$ cat src/design/drrs_pkg.sv
// Package for the distance resample and run segmenter.
// Holds register codes, reset values, controller states and command/status structs.
package drrs_pkg;

   localparam int MAX_POINTS_DEFAULT = 16;
   localparam int INDEX_BITS_DEFAULT = 16;

   localparam int CSR_INDEX_BITS = 2;
   localparam int CSR_DATA_BITS  = 16;

   typedef enum logic [CSR_INDEX_BITS-1:0] {
      REG_STEP_LENGTH = 2'd0,
      REG_SENSITIVITY = 2'd1,
      REG_MIN_Y       = 2'd2,
      REG_MAX_Y       = 2'd3
   } reg_index_type;

   localparam logic [15:0]        RESET_STEP_LENGTH = 16'd100;
   localparam logic [15:0]        RESET_SENSITIVITY = 16'd0;
   localparam logic signed [15:0] RESET_MIN_Y       = -16'sd32768;
   localparam logic signed [15:0] RESET_MAX_Y       = 16'sd32767;

   typedef enum logic {
      S_IDLE = 1'b0,
      S_EMIT = 1'b1
   } state_type;

   typedef struct packed {
      logic load_item;
      logic emit;
   } cmd_type;

   typedef struct packed {
      logic have_step;
      logic last;
   } status_type;

endpackage

$ cat src/design/drrs_if.sv
// Channel interfaces for the distance resample and run segmenter.
// Request channel carries one input item, response channel one resampled point.
interface drrs_req_if;
   logic              valid;
   logic              ready;
   logic [15:0]       delta_x;
   logic signed [15:0] sample_y;

   modport source (output valid, delta_x, sample_y, input ready);
   modport sink (input valid, delta_x, sample_y, output ready);
endinterface

interface drrs_rsp_if;
   logic               valid;
   logic               ready;
   logic [15:0]        point_index;
   logic signed [15:0] point_y;
   logic               segment_valid;
   logic [15:0]        segment_start;
   logic [15:0]        segment_end;
   logic signed [15:0] segment_level;
   logic               backlog;
   logic               last_of_run;

   modport source (output valid, point_index, point_y, segment_valid, segment_start,
                   segment_end, segment_level, backlog, last_of_run, input ready);
   modport sink (input valid, point_index, point_y, segment_valid, segment_start,
                 segment_end, segment_level, backlog, last_of_run, output ready);
endinterface

$ cat src/design/drrs_ctrl.sv
// Controller state machine for the distance resample and run segmenter.
// Depends on drrs_pkg for states and the command/status structs.
module drrs_ctrl (
   input  logic                clock,
   input  logic                reset,
   input  logic                req_valid,
   output logic                req_ready,
   input  logic                rsp_ready,
   output logic                rsp_valid,
   input  drrs_pkg::status_type sts,
   output drrs_pkg::cmd_type    cmd
);

   drrs_pkg::state_type state_ff, state_in;
   logic                rsp_valid_ff, rsp_valid_in;
   logic                slot_free;

   assign slot_free = !rsp_valid_ff || rsp_ready;

   always_comb begin
      state_in = state_ff;
      case (state_ff)
         drrs_pkg::S_IDLE: begin
            if (req_valid) begin
               state_in = drrs_pkg::S_EMIT;
            end
         end
         drrs_pkg::S_EMIT: begin
            if (!sts.have_step) begin
               state_in = drrs_pkg::S_IDLE;
            end else if (slot_free && sts.last) begin
               state_in = drrs_pkg::S_IDLE;
            end
         end
         default: state_in = drrs_pkg::S_IDLE;
      endcase
   end

   always_comb begin
      req_ready     = 1'b0;
      cmd.load_item = 1'b0;
      cmd.emit      = 1'b0;
      case (state_ff)
         drrs_pkg::S_IDLE: begin
            req_ready     = 1'b1;
            cmd.load_item = req_valid;
         end
         drrs_pkg::S_EMIT: begin
            cmd.emit = sts.have_step && slot_free;
         end
         default: begin
            req_ready = 1'b0;
         end
      endcase
   end

   always_comb begin
      rsp_valid_in = rsp_valid_ff;
      if (cmd.emit) begin
         rsp_valid_in = 1'b1;
      end else if (rsp_ready) begin
         rsp_valid_in = 1'b0;
      end
   end

   always_ff @(posedge clock) begin
      if (reset) begin
         state_ff     <= drrs_pkg::S_IDLE;
         rsp_valid_ff <= 1'b0;
      end else begin
         state_ff     <= state_in;
         rsp_valid_ff <= rsp_valid_in;
      end
   end

   assign rsp_valid = rsp_valid_ff;

   a_emit_needs_step: assert property (@(posedge clock) disable iff (reset)
      cmd.emit |-> sts.have_step)
      else $error("point emitted without a whole step in the accumulator");

   a_last_ends_item: assert property (@(posedge clock) disable iff (reset)
      cmd.emit && sts.last |=> state_ff == drrs_pkg::S_IDLE)
      else $error("controller kept emitting after the last point");

   a_load_starts_emit: assert property (@(posedge clock) disable iff (reset)
      cmd.load_item |=> state_ff == drrs_pkg::S_EMIT && rsp_valid_ff == $past(rsp_valid_in))
      else $error("accepted request did not start emission");

   a_no_overwrite: assert property (@(posedge clock) disable iff (reset)
      rsp_valid_ff && !rsp_ready |-> !cmd.emit)
      else $error("pending point overwritten");

endmodule

$ cat src/design/drrs_datapath.sv
// Datapath for the distance resample and run segmenter: configuration, accumulator,
// clamp, run tracking and the response register. Depends on drrs_pkg.
module drrs_datapath #(
   parameter int MAX_POINTS_PER_ITEM = drrs_pkg::MAX_POINTS_DEFAULT,
   parameter int INDEX_BITS          = drrs_pkg::INDEX_BITS_DEFAULT
) (
   input  logic                                 clock,
   input  logic                                 reset,
   input  logic                                 csr_write_en,
   input  logic [drrs_pkg::CSR_INDEX_BITS-1:0]  csr_index,
   input  logic [drrs_pkg::CSR_DATA_BITS-1:0]   csr_data,
   input  logic [15:0]                          req_delta_x,
   input  logic signed [15:0]                   req_sample_y,
   input  drrs_pkg::cmd_type                     cmd,
   output drrs_pkg::status_type                  sts,
   output logic [15:0]                          rsp_point_index,
   output logic signed [15:0]                   rsp_point_y,
   output logic                                 rsp_segment_valid,
   output logic [15:0]                          rsp_segment_start,
   output logic [15:0]                          rsp_segment_end,
   output logic signed [15:0]                   rsp_segment_level,
   output logic                                 rsp_backlog,
   output logic                                 rsp_last_of_run
);

   localparam int CNT_BITS  = $clog2(MAX_POINTS_PER_ITEM + 1);
   localparam int CAP_BITS  = 16 + $clog2(MAX_POINTS_PER_ITEM + 2);
   localparam int WIDE_BITS = (INDEX_BITS > 16) ? INDEX_BITS : 16;
   localparam logic [CAP_BITS-1:0] RESET_CAP =
      CAP_BITS'(drrs_pkg::RESET_STEP_LENGTH * (MAX_POINTS_PER_ITEM + 1));

   logic [15:0]           step_ff, step_in;
   logic [15:0]           sens_ff, sens_in;
   logic signed [15:0]    min_ff, min_in;
   logic signed [15:0]    max_ff, max_in;
   logic [CAP_BITS-1:0]   cap_ff, cap_in;
   logic [CAP_BITS-1:0]   cap_prod;

   logic [31:0]           accum_ff, accum_in;
   logic [CNT_BITS-1:0]   cnt_ff, cnt_in;
   logic [INDEX_BITS-1:0] count_ff, count_in;
   logic [INDEX_BITS-1:0] run_idx_ff, run_idx_in;
   logic signed [15:0]    run_lvl_ff, run_lvl_in;
   logic                  have_pts_ff, have_pts_in;
   logic signed [15:0]    y_ff;
   logic                  backlog_ff;

   logic [32:0]           sum;
   logic [31:0]           sat;
   logic signed [15:0]    y_low;
   logic signed [15:0]    y_clamp;
   logic [31:0]           diff;
   logic signed [16:0]    dlev;
   logic [16:0]           adlev;
   logic                  seg_hit;
   logic [WIDE_BITS-1:0]  idx_wide;
   logic [WIDE_BITS-1:0]  run_wide;

   // Configuration registers; the backlog threshold tracks the step length.
   assign cap_prod = CAP_BITS'(csr_data) * CAP_BITS'(MAX_POINTS_PER_ITEM + 1);

   always_comb begin
      step_in = step_ff;
      sens_in = sens_ff;
      min_in  = min_ff;
      max_in  = max_ff;
      cap_in  = cap_ff;
      if (csr_write_en) begin
         case (drrs_pkg::reg_index_type'(csr_index))
            drrs_pkg::REG_STEP_LENGTH: begin
               step_in = csr_data;
               cap_in  = cap_prod;
            end
            drrs_pkg::REG_SENSITIVITY: sens_in = csr_data;
            drrs_pkg::REG_MIN_Y:       min_in  = csr_data;
            drrs_pkg::REG_MAX_Y:       max_in  = csr_data;
            default: begin
               step_in = step_ff;
            end
         endcase
      end
   end

   assign sum     = {1'b0, accum_ff} + {17'd0, req_delta_x};
   assign sat     = sum[32] ? 32'hFFFF_FFFF : sum[31:0];
   assign y_low   = (req_sample_y < min_ff) ? min_ff : req_sample_y;
   assign y_clamp = (y_low > max_ff) ? max_ff : y_low;

   assign diff          = accum_ff - {16'd0, step_ff};
   assign sts.have_step = (step_ff != 16'd0) && (accum_ff >= {16'd0, step_ff});
   assign sts.last      = (cnt_ff == CNT_BITS'(MAX_POINTS_PER_ITEM - 1)) ||
                          (diff < {16'd0, step_ff});

   assign dlev    = {y_ff[15], y_ff} - {run_lvl_ff[15], run_lvl_ff};
   assign adlev   = dlev[16] ? 17'(-dlev) : 17'(dlev);
   assign seg_hit = have_pts_ff && (sens_ff != 16'd0) && (adlev > {1'b0, sens_ff});

   assign idx_wide = WIDE_BITS'(count_ff);
   assign run_wide = WIDE_BITS'(run_idx_ff);

   always_comb begin
      accum_in    = accum_ff;
      cnt_in      = cnt_ff;
      count_in    = count_ff;
      run_idx_in  = run_idx_ff;
      run_lvl_in  = run_lvl_ff;
      have_pts_in = have_pts_ff;
      if (cmd.load_item) begin
         accum_in = sat;
         cnt_in   = '0;
      end else if (cmd.emit) begin
         accum_in    = diff;
         cnt_in      = cnt_ff + 1'b1;
         count_in    = count_ff + 1'b1;
         have_pts_in = 1'b1;
         if (!have_pts_ff || seg_hit) begin
            run_idx_in = count_ff;
            run_lvl_in = y_ff;
         end
      end
   end

   always_ff @(posedge clock) begin
      if (reset) begin
         step_ff     <= drrs_pkg::RESET_STEP_LENGTH;
         sens_ff     <= drrs_pkg::RESET_SENSITIVITY;
         min_ff      <= drrs_pkg::RESET_MIN_Y;
         max_ff      <= drrs_pkg::RESET_MAX_Y;
         cap_ff      <= RESET_CAP;
         accum_ff    <= '0;
         cnt_ff      <= '0;
         count_ff    <= '0;
         run_idx_ff  <= '0;
         run_lvl_ff  <= '0;
         have_pts_ff <= 1'b0;
      end else begin
         step_ff     <= step_in;
         sens_ff     <= sens_in;
         min_ff      <= min_in;
         max_ff      <= max_in;
         cap_ff      <= cap_in;
         accum_ff    <= accum_in;
         cnt_ff      <= cnt_in;
         count_ff    <= count_in;
         run_idx_ff  <= run_idx_in;
         run_lvl_ff  <= run_lvl_in;
         have_pts_ff <= have_pts_in;
      end
   end

   // Item and response payload registers.
   always_ff @(posedge clock) begin
      if (cmd.load_item) begin
         y_ff       <= y_clamp;
         backlog_ff <= (sat >= 32'(cap_ff));
      end
      if (cmd.emit) begin
         rsp_point_index   <= idx_wide[15:0];
         rsp_point_y       <= y_ff;
         rsp_segment_valid <= seg_hit;
         rsp_segment_start <= seg_hit ? run_wide[15:0] : 16'd0;
         rsp_segment_end   <= seg_hit ? idx_wide[15:0] : 16'd0;
         rsp_segment_level <= seg_hit ? run_lvl_ff : 16'sd0;
         rsp_backlog       <= backlog_ff;
         rsp_last_of_run   <= sts.last;
      end
   end

   a_cnt_bound: assert property (@(posedge clock) disable iff (reset)
      cmd.emit |-> cnt_ff < CNT_BITS'(MAX_POINTS_PER_ITEM))
      else $error("more points than the per-request cap");

   a_accum_drops: assert property (@(posedge clock) disable iff (reset)
      cmd.emit |=> accum_ff < $past(accum_ff))
      else $error("accumulator did not drop by one step after a point");

   a_index_steps: assert property (@(posedge clock) disable iff (reset)
      cmd.emit |=> count_ff == $past(count_ff) + 1'b1 && have_pts_ff)
      else $error("point index did not advance");

endmodule

$ cat src/design/distance_resample_run_segmenter_unit.sv
// Distance resample and run segmenter, top level.
// The first point of a request is loaded from the emit state into the response register.
// A new request is accepted only in the idle state, after the previous one is done;
// the emit loop sends one point per cycle through the single response register while it is free.
// Reset (synchronous, active high) restores register defaults, clears the
// accumulator, point counter and run state, and leaves no point pending.
module distance_resample_run_segmenter_unit #(
   parameter int MAX_POINTS_PER_ITEM = drrs_pkg::MAX_POINTS_DEFAULT,
   parameter int INDEX_BITS          = drrs_pkg::INDEX_BITS_DEFAULT
) (
   input  logic                                clock,
   input  logic                                reset,
   drrs_req_if.sink                            req,
   drrs_rsp_if.source                          rsp,
   input  logic                                csr_write_en,
   input  logic [drrs_pkg::CSR_INDEX_BITS-1:0] csr_index,
   input  logic [drrs_pkg::CSR_DATA_BITS-1:0]  csr_data
);

   drrs_pkg::cmd_type    cmd;
   drrs_pkg::status_type sts;

   drrs_ctrl u_ctrl (
      .clock     (clock),
      .reset     (reset),
      .req_valid (req.valid),
      .req_ready (req.ready),
      .rsp_ready (rsp.ready),
      .rsp_valid (rsp.valid),
      .sts       (sts),
      .cmd       (cmd)
   );

   drrs_datapath #(
      .MAX_POINTS_PER_ITEM (MAX_POINTS_PER_ITEM),
      .INDEX_BITS          (INDEX_BITS)
   ) u_datapath (
      .clock             (clock),
      .reset             (reset),
      .csr_write_en      (csr_write_en),
      .csr_index         (csr_index),
      .csr_data          (csr_data),
      .req_delta_x       (req.delta_x),
      .req_sample_y      (req.sample_y),
      .cmd               (cmd),
      .sts               (sts),
      .rsp_point_index   (rsp.point_index),
      .rsp_point_y       (rsp.point_y),
      .rsp_segment_valid (rsp.segment_valid),
      .rsp_segment_start (rsp.segment_start),
      .rsp_segment_end   (rsp.segment_end),
      .rsp_segment_level (rsp.segment_level),
      .rsp_backlog       (rsp.backlog),
      .rsp_last_of_run   (rsp.last_of_run)
   );

endmodule
$ cat src/flat_wrapper.sv
// flat-port wrapper written by rule: the top's interface ports become plain ports
module distance_resample_run_segmenter_unit_flat 
#(
   parameter int MAX_POINTS_PER_ITEM = drrs_pkg::MAX_POINTS_DEFAULT,
   parameter int INDEX_BITS          = drrs_pkg::INDEX_BITS_DEFAULT
)
  (clock, reset, csr_write_en, csr_index, csr_data, req_valid, req_delta_x, req_sample_y, req_ready, rsp_valid, rsp_point_index, rsp_point_y, rsp_segment_valid, rsp_segment_start, rsp_segment_end, rsp_segment_level, rsp_backlog, rsp_last_of_run, rsp_ready);
  drrs_req_if req_i ();
  drrs_rsp_if rsp_i ();
  input  logic clock;
  input  logic reset;
  input  logic csr_write_en;
  input  logic [drrs_pkg::CSR_INDEX_BITS-1:0] csr_index;
  input  logic [drrs_pkg::CSR_DATA_BITS-1:0] csr_data;
  input wire logic [$bits(req_i.valid)-1:0] req_valid;
  input wire logic [$bits(req_i.delta_x)-1:0] req_delta_x;
  input wire logic [$bits(req_i.sample_y)-1:0] req_sample_y;
  output wire logic [$bits(req_i.ready)-1:0] req_ready;
  output wire logic [$bits(rsp_i.valid)-1:0] rsp_valid;
  output wire logic [$bits(rsp_i.point_index)-1:0] rsp_point_index;
  output wire logic [$bits(rsp_i.point_y)-1:0] rsp_point_y;
  output wire logic [$bits(rsp_i.segment_valid)-1:0] rsp_segment_valid;
  output wire logic [$bits(rsp_i.segment_start)-1:0] rsp_segment_start;
  output wire logic [$bits(rsp_i.segment_end)-1:0] rsp_segment_end;
  output wire logic [$bits(rsp_i.segment_level)-1:0] rsp_segment_level;
  output wire logic [$bits(rsp_i.backlog)-1:0] rsp_backlog;
  output wire logic [$bits(rsp_i.last_of_run)-1:0] rsp_last_of_run;
  input wire logic [$bits(rsp_i.ready)-1:0] rsp_ready;
  assign req_i.valid = req_valid;
  assign req_i.delta_x = req_delta_x;
  assign req_i.sample_y = req_sample_y;
  assign req_ready = req_i.ready;
  assign rsp_valid = rsp_i.valid;
  assign rsp_point_index = rsp_i.point_index;
  assign rsp_point_y = rsp_i.point_y;
  assign rsp_segment_valid = rsp_i.segment_valid;
  assign rsp_segment_start = rsp_i.segment_start;
  assign rsp_segment_end = rsp_i.segment_end;
  assign rsp_segment_level = rsp_i.segment_level;
  assign rsp_backlog = rsp_i.backlog;
  assign rsp_last_of_run = rsp_i.last_of_run;
  assign rsp_i.ready = rsp_ready;
  distance_resample_run_segmenter_unit #(.MAX_POINTS_PER_ITEM(MAX_POINTS_PER_ITEM), .INDEX_BITS(INDEX_BITS)) u_core (.clock(clock), .reset(reset), .req(req_i), .rsp(rsp_i), .csr_write_en(csr_write_en), .csr_index(csr_index), .csr_data(csr_data));
endmodule
$ cat config.mk
export PLATFORM = sky130hd
export DESIGN_NAME = distance_resample_run_segmenter_unit_flat
export DESIGN_NICKNAME = d
export VERILOG_FILES = /design/src/design/drrs_pkg.sv /design/src/design/drrs_if.sv /design/src/design/drrs_ctrl.sv /design/src/design/drrs_datapath.sv /design/src/design/distance_resample_run_segmenter_unit.sv /design/src/flat_wrapper.sv
export SDC_FILE = /design/constraint.sdc
export NUM_CORES = 1
export LEC_CHECK = 0
export ABC_AREA = 1
export BUFFER_PORTS_ARGS = -buffer_cell sky130_fd_sc_hd__clkbuf_2
export CAP_MARGIN = 20
export CORE_AREA = 2 2 247 127
export DETAILED_ROUTE_END_ITERATION = 8
export DIE_AREA = 0 0 249 129
export PLACE_DENSITY = 0.79
export RECOVER_POWER = 25
export SYNTH_ARGS = -nofsm -noshare
export SYNTH_HDL_FRONTEND = slang
export SYNTH_SLANG_ARGS = --single-unit
$ cat constraint.sdc
create_clock -name clock -period 5.05 [get_ports clock]
set_input_delay 0.2525 -clock clock [delete_from_list [all_inputs] [get_ports clock]]
set_output_delay 0.2525 -clock clock [all_outputs]
set_load 0.005 [all_outputs]
After elaboration in Yosys (flattened, before gate mapping)

Cells that the tools add are included.

Word-level logic and storage cells: 79
Bits of input ports: 55
Bits in registers: 273

Bitwise gates (word level): 2
Reductions and logical operators: 22
Muxes and demuxes: 15
Order comparisons: 6
Equality and inequality tests: 4
$mul: 1
Add/subtract/negate cells: 6

Operator list:

| operator                                                              | count |
|---|---|
| 32-bit two-way mux                                                    | 3 |
| 32-bit by 16-bit adder with 33-bit output                             | 1 |
| 32-bit by 16-bit greater-or-equal comparator with 1-bit output        | 1 |
| 32-bit by 21-bit greater-or-equal comparator with 1-bit output        | 1 |
| 32-bit by 16-bit < comparator with 1-bit output                       | 1 |
| 16-bit two-way mux                                                    | 2 |
| 16-bit nonzero test                                                   | 2 |
| 32-bit by 16-bit subtractor with 32-bit output                        | 1 |
| 16-bit by 5-bit multiplier with 21-bit output, second input constant  | 1 |
| 17-bit by 16-bit > comparator with 1-bit output                       | 1 |
| 17-bit two-way mux                                                    | 1 |
| 17-bit negator                                                        | 1 |
| 16-bit by 16-bit subtractor with 17-bit output                        | 1 |
| 16-bit by 1-bit adder with 16-bit output, second input constant       | 1 |
| 16-bit > comparator                                                   | 1 |
| 16-bit < comparator                                                   | 1 |
| 2-bit AND reduction                                                   | 5 |
| 1-bit two-way mux                                                     | 8 |
| 5-bit by 1-bit adder with 5-bit output, second input constant         | 1 |
| 5-bit by 4-bit equality test with 1-bit output, second input constant | 1 |
| 1-bit logical AND                                                     | 5 |
| 2-bit equality test, second input constant                            | 2 |
| 2-bit nonzero test                                                    | 2 |
| 1-bit logical OR                                                      | 3 |
| other kinds (7)                                                       | 9 |

Longest topological paths before layout

Depth in word-level cells: 7
Mapped depth: 34
Gate-level depth less buffers: 33

Cells and area by module

From an unflattened synthesis, not the netlist that was laid out.

Cells, all modules: 2298
Area, all modules: 17030.1 µm²

Modules (own cells, without submodules):

| module        | instances | area each (µm²) | sequential area each (µm²) | cells an instance |
|---|---|---|---|---|
| drrs_datapath | 1         | 16927.5         | 6346.1                     | 2283 |
| drrs_ctrl     | 1         | 102.6           | 40.0                       | 15 |

Worst setup path after synthesis

Ideal clock, no wire load.

Path type: register -> register
Start point: reg u_core.u_datapath.y_ff[0]
End point: reg u_core.u_datapath.rsp_segment_level[15] (data pin)
Stages on the path, launching flop included: 32
Setup slack: 1.267 ns
Library setup time: 0.251 ns
Path buffers: 2
Data required time: 4.799 ns
Period minus slack after synthesis: 3.783 ns
Arrival time: 3.531 ns
Path through: edfxtp_1 > inv_1 > ha_1 > fa_1 > nand3b_1 > nand2_2 > nand2_2 > nand2_2 > nand2_1 > nand2_2 > nand2_2 > nor2_1 > nand3_1 > nor3_1 > nor2_1 > xor2_1 > inv_1 > ha_1 > inv_1 > nor3_1 > a211oi_1 > nand2_1 > nand2_1 > nand2_1 > nand2_1 > nand2_1 > nand2_1 > nand2_1 > nand2_4 > buf_4 > buf_6 > nor2_1

Longest elaborated chain between the ends: 5

Ends and longest elaborated chain:

| item                                                | line                 | text |
|---|---|---|
| from (decl)                                         | drrs_datapath.sv:45  | `logic signed [15:0] y_ff;` |
| from (signal assigned)                              | drrs_datapath.sv:154 | `y_ff <= y_clamp;` |
| 16-bit by 16-bit subtractor with 17-bit output (*)  | drrs_datapath.sv:94  | `assign dlev = {y_ff[15], y_ff} - {run_lvl_ff[15], run_lvl_ff};` |
| 17-bit negator                                      | drrs_datapath.sv:95  | `assign adlev = dlev[16] ? 17'(-dlev) : 17'(dlev);` |
| 17-bit two-way mux (*)                              | drrs_datapath.sv:95  |  |
| 17-bit by 16-bit > comparator with 1-bit output (*) | drrs_datapath.sv:96  | `assign seg_hit = have_pts_ff && (sens_ff != 16'd0) && (adlev > {1'b0, sens_ff});` |
| 1-bit logical AND (*)                               | drrs_datapath.sv:96  |  |
| to (signal assigned)                                | drrs_datapath.sv:163 | `rsp_segment_level <= seg_hit ? run_lvl_ff : 16'sd0;` |
| to (decl)                                           | drrs_datapath.sv:21  | `output logic signed [15:0] rsp_segment_level,` |

Mark *: on every way between the ends. The rest lies on a longest branch, timed or not.
A chain may end at the register's enable or synchronous reset.

Worst setup path in the final report

Start point: reg u_core.u_datapath.y_ff[0]
End point: reg u_core.u_datapath.run_idx_ff[14]

Longest elaborated chain between the ends: 7

Ends and longest elaborated chain:

| item                                                | line                 | text |
|---|---|---|
| 16-bit by 16-bit subtractor with 17-bit output (*)  | drrs_datapath.sv:94  |  |
| 17-bit negator                                      | drrs_datapath.sv:95  |  |
| 17-bit two-way mux (*)                              | drrs_datapath.sv:95  |  |
| 17-bit by 16-bit > comparator with 1-bit output (*) | drrs_datapath.sv:96  |  |
| 1-bit logical AND (*)                               | drrs_datapath.sv:96  |  |
| 1-bit logical OR (*)                                | drrs_datapath.sv:116 | `if (!have_pts_ff \|\| seg_hit) begin` |
| 3-bit AND reduction (no line) (*)                   | --                   |  |
| to (signal assigned)                                | drrs_datapath.sv:145 | `run_idx_ff <= run_idx_in;` |
| to (decl)                                           | drrs_datapath.sv:42  | `logic [INDEX_BITS-1:0] run_idx_ff, run_idx_in;` |

Marked as above.

==> qor.csv <==
metric,value,unit
Routed WL,57500,um
total setup buffers inserted after CTS,0,
f_max,0.221,GHz
IO Pins,140,
final core occ,65.9,%
vias in the first global route,15500,
"Primary FF master, synth",dfxtp_1,
Vias per Instance,5.72,
clock sink total,269,
Max Cap Viol,2,
# port buffers,139,
Num CTS Buffers,26,
Fillers,2609,
Crit Path Max Fanout,64,
asr flop ratio synth,0,%
Fin. Hold Viols,0,
pin count of the biggest net entering global routing,81,
top area cells in the synthesized netlist,"dfxtp_1 19%, edfxtp_1 17%, nand2_1 13%",
first-pass GRT wire length,88500,um
number of flip-flops in the largest register,32,
# diodes,0,
DRC,0,
Worst EP required,5500,ps
Synth top cells by count,"611 x nand2_1, 385 x inv_1, 225 x nor2_1",
initial antenna violation count,0,
Setup Total Neg Slack,0,ps
Total GRT Usage,35.7,%
slowest CP cell,fa_1,
Largest Register,u_core.u_datapath.accum_ff,
"Arr. time, crit path",4980,ps
Worst-Margin Slew,1770,ps
1st-pass router iterations,6,
crit path kind,flip-flop to flip-flop,
htree depth,1,
RD Place Congestion,1.05,
CTS tree,built,
number of nets with antenna violations after routing,0,
Post-Synthesis Cells,2494,
worst skew pair latency,570,ps
vias,17400,
"Hold-fix buffers, CTS",0,
failing checks,"capacitance limit, slew limit",
Root Buffer,clkbuf_16,
Longest Clk Path Bufs,3,
Layout Skew,32.2,ps
area grow syn2layout,10.7,%
CTS resizes,0,
synthesized area,17800,um2
worst stage delay on the critical path,410,ps
top flop regs,"u_core.u_datapath.accum_ff (32), u_core.u_datapath.cap_ff (17)",
Finished Cell Area,19700,um2
initial DRC count,2051,
Avg Synthesized Cell Area,7.13,um2
"Reg clk slew, reported paths",70,ps
setup violators final,0,
layout cell share with drive strength beyond 1,9.43,%
Die Span Y,129,um
synthesized flop and latch total,269,
grt ovf,0,
cell mode on critical path,nand2_1,
Leak,9.35,nW
"Net Count, Synth",2713,
VDD IR max,0.000353,V
# rows,45,
unrepaired setup endpoints after global routing,false,
"count leader, synth",nand2_1,
CP Capture Type,flip-flop,
period utilisation layout,89.7,%
Worst Hold Class,primary input to flip-flop,
dpl hpwl,44800,um
"Seq/Total Area, Yosys",35.9,%
NumNets Final,2839,
Critical Path Start Type,flip-flop,
"area leader, netlist",dfxtp_1,
number of distinct library cells after synthesis,49,
post-synth top area share,19.0,%
status,finished with violations,
WL per Instance,18.9,um
Pwr Density,763,nW/um2
"EDFF count, synth",100,
Core ar.,29900,um2
final worst path period need,4530,ps
Ys Warns,0,
Post-DP Area,18900,um2
Starting Density,59.5,%
die width,249,um
"Slew Viols, Final",122,
DIE AREA,32100,um2
relative slew slack,-18.3,%
==> worst paths after layout <==
| path | slack [ps] | cells after the start | from | to |
|---|---|---|---|---|
| worst max-delay path | 520 | 32 | u_core.u_datapath.y_ff[0]$_DFFE_PP_ | u_core.u_datapath.run_idx_ff[14]$_SDFFE_PP0P_ |
| worst min-delay path | 50 | 4 | rsp_ready | u_core.u_ctrl.rsp_valid$_SDFFE_PP0P_ |
| worst max register to register | 520 | 32 | u_core.u_datapath.y_ff[0]$_DFFE_PP_ | u_core.u_datapath.run_idx_ff[14]$_SDFFE_PP0P_ |
| worst min register to register | 460 | 0 | u_core.u_datapath.y_ff[0]$_DFFE_PP_ | u_core.u_datapath.rsp_point_y[0]$_DFFE_PP_ |
==> report_power, final <==
part | switching (W) | leakage (nW) | internal, W | total [W]
registers | 0.000494 | 2.33 | 0.00301 | 0.00350
clock network | 0.000925 | 0.403 | 0.00103 | 0.00196
logic | 0.00638 | 6.61 | 0.00318 | 0.00956
==> worst max-delay path: cells and delay by family (launching register included) <==
kind | cells | cell delay, ps
buffers and inverters | 3 | 170
DFF | 1 | 360
adders and majority gates | 3 | 870
xor gates and xnor gates | 1 | 140
and+or+nand+nor | 25 | 2800
==> layout by cell type (no fill, tap or decap), drive strengths merged, types with 3 or more instances in the layout <==
| cell | instances |
|---|---|
| o21bai | 3 |
| nor2 | 230 |
| a21oi | 221 |
| nand3 | 138 |
| a31oi | 16 |
| nand3b | 11 |
| nor3 | 40 |
| nand4 | 27 |
| a211oi | 7 |
| xor2 | 36 |
| o21ai | 157 |
| o221ai | 5 |
| or2 | 20 |
| edfxtp | 100 |
| buf | 27 |
| clkbuf | 172 |
| nand2 | 629 |
| fa | 4 |
| inv | 392 |
| clkinv | 12 |
| nor4 | 11 |
| ha | 160 |
| xnor2 | 12 |
| nor3b | 3 |
| dfxtp | 169 |
| o21a | 5 |
| o211ai | 17 |
==> layout make-up <==
type                            count  area [um2]  share of cell area (%)
Tap cell                          399         499                    2.54
Inverter                          390        1470                    7.44
Clock buffer                       31         679                    3.45
Sequential cell                   269        6390                    32.4
Timing Repair Buffer              168         912                    4.63
Clock inverter                     17         148                   0.750
Multi-Input combinational cell   1765        9600                    48.8
==> cell families (layout without fill, tap and decap cells) <==
kind of cell,Yosys count,count (layout),synth area share (%)
simple gates,1111,1111,26.3
buf+inv,460,606,10.2
flops,269,269,35.9
xor+xnor,48,48,2.45
compound gates,442,442,13.4
fa+ha+maj,164,164,11.7
==> routing by layer <==
layer	routed length, um	part of all wire (%)	GRT usage [%]	up-vias
met5	0	0	0	-
met4	959	1.7	6.24	0
met3	8570	15	12.0	75
met2	20200	35	45.1	967
met1	27700	48	57.2	7920
li1	-	-	-	8425
==> per-stage QoR <==
stage	hold slack, ps	instances	worst slack, ps	total power [W]
floorplan	379	2494	1270	0.00997
global placement	435	2991	711	0.0125
detailed placement	450	2991	587	0.0127
CTS	42.2	3039	575	0.0147
global route	70.5	3039	35.2	0.0163
finish	54.8	3039	518	0.0150
No activity file was read; power rests on OpenSTA's default activity.
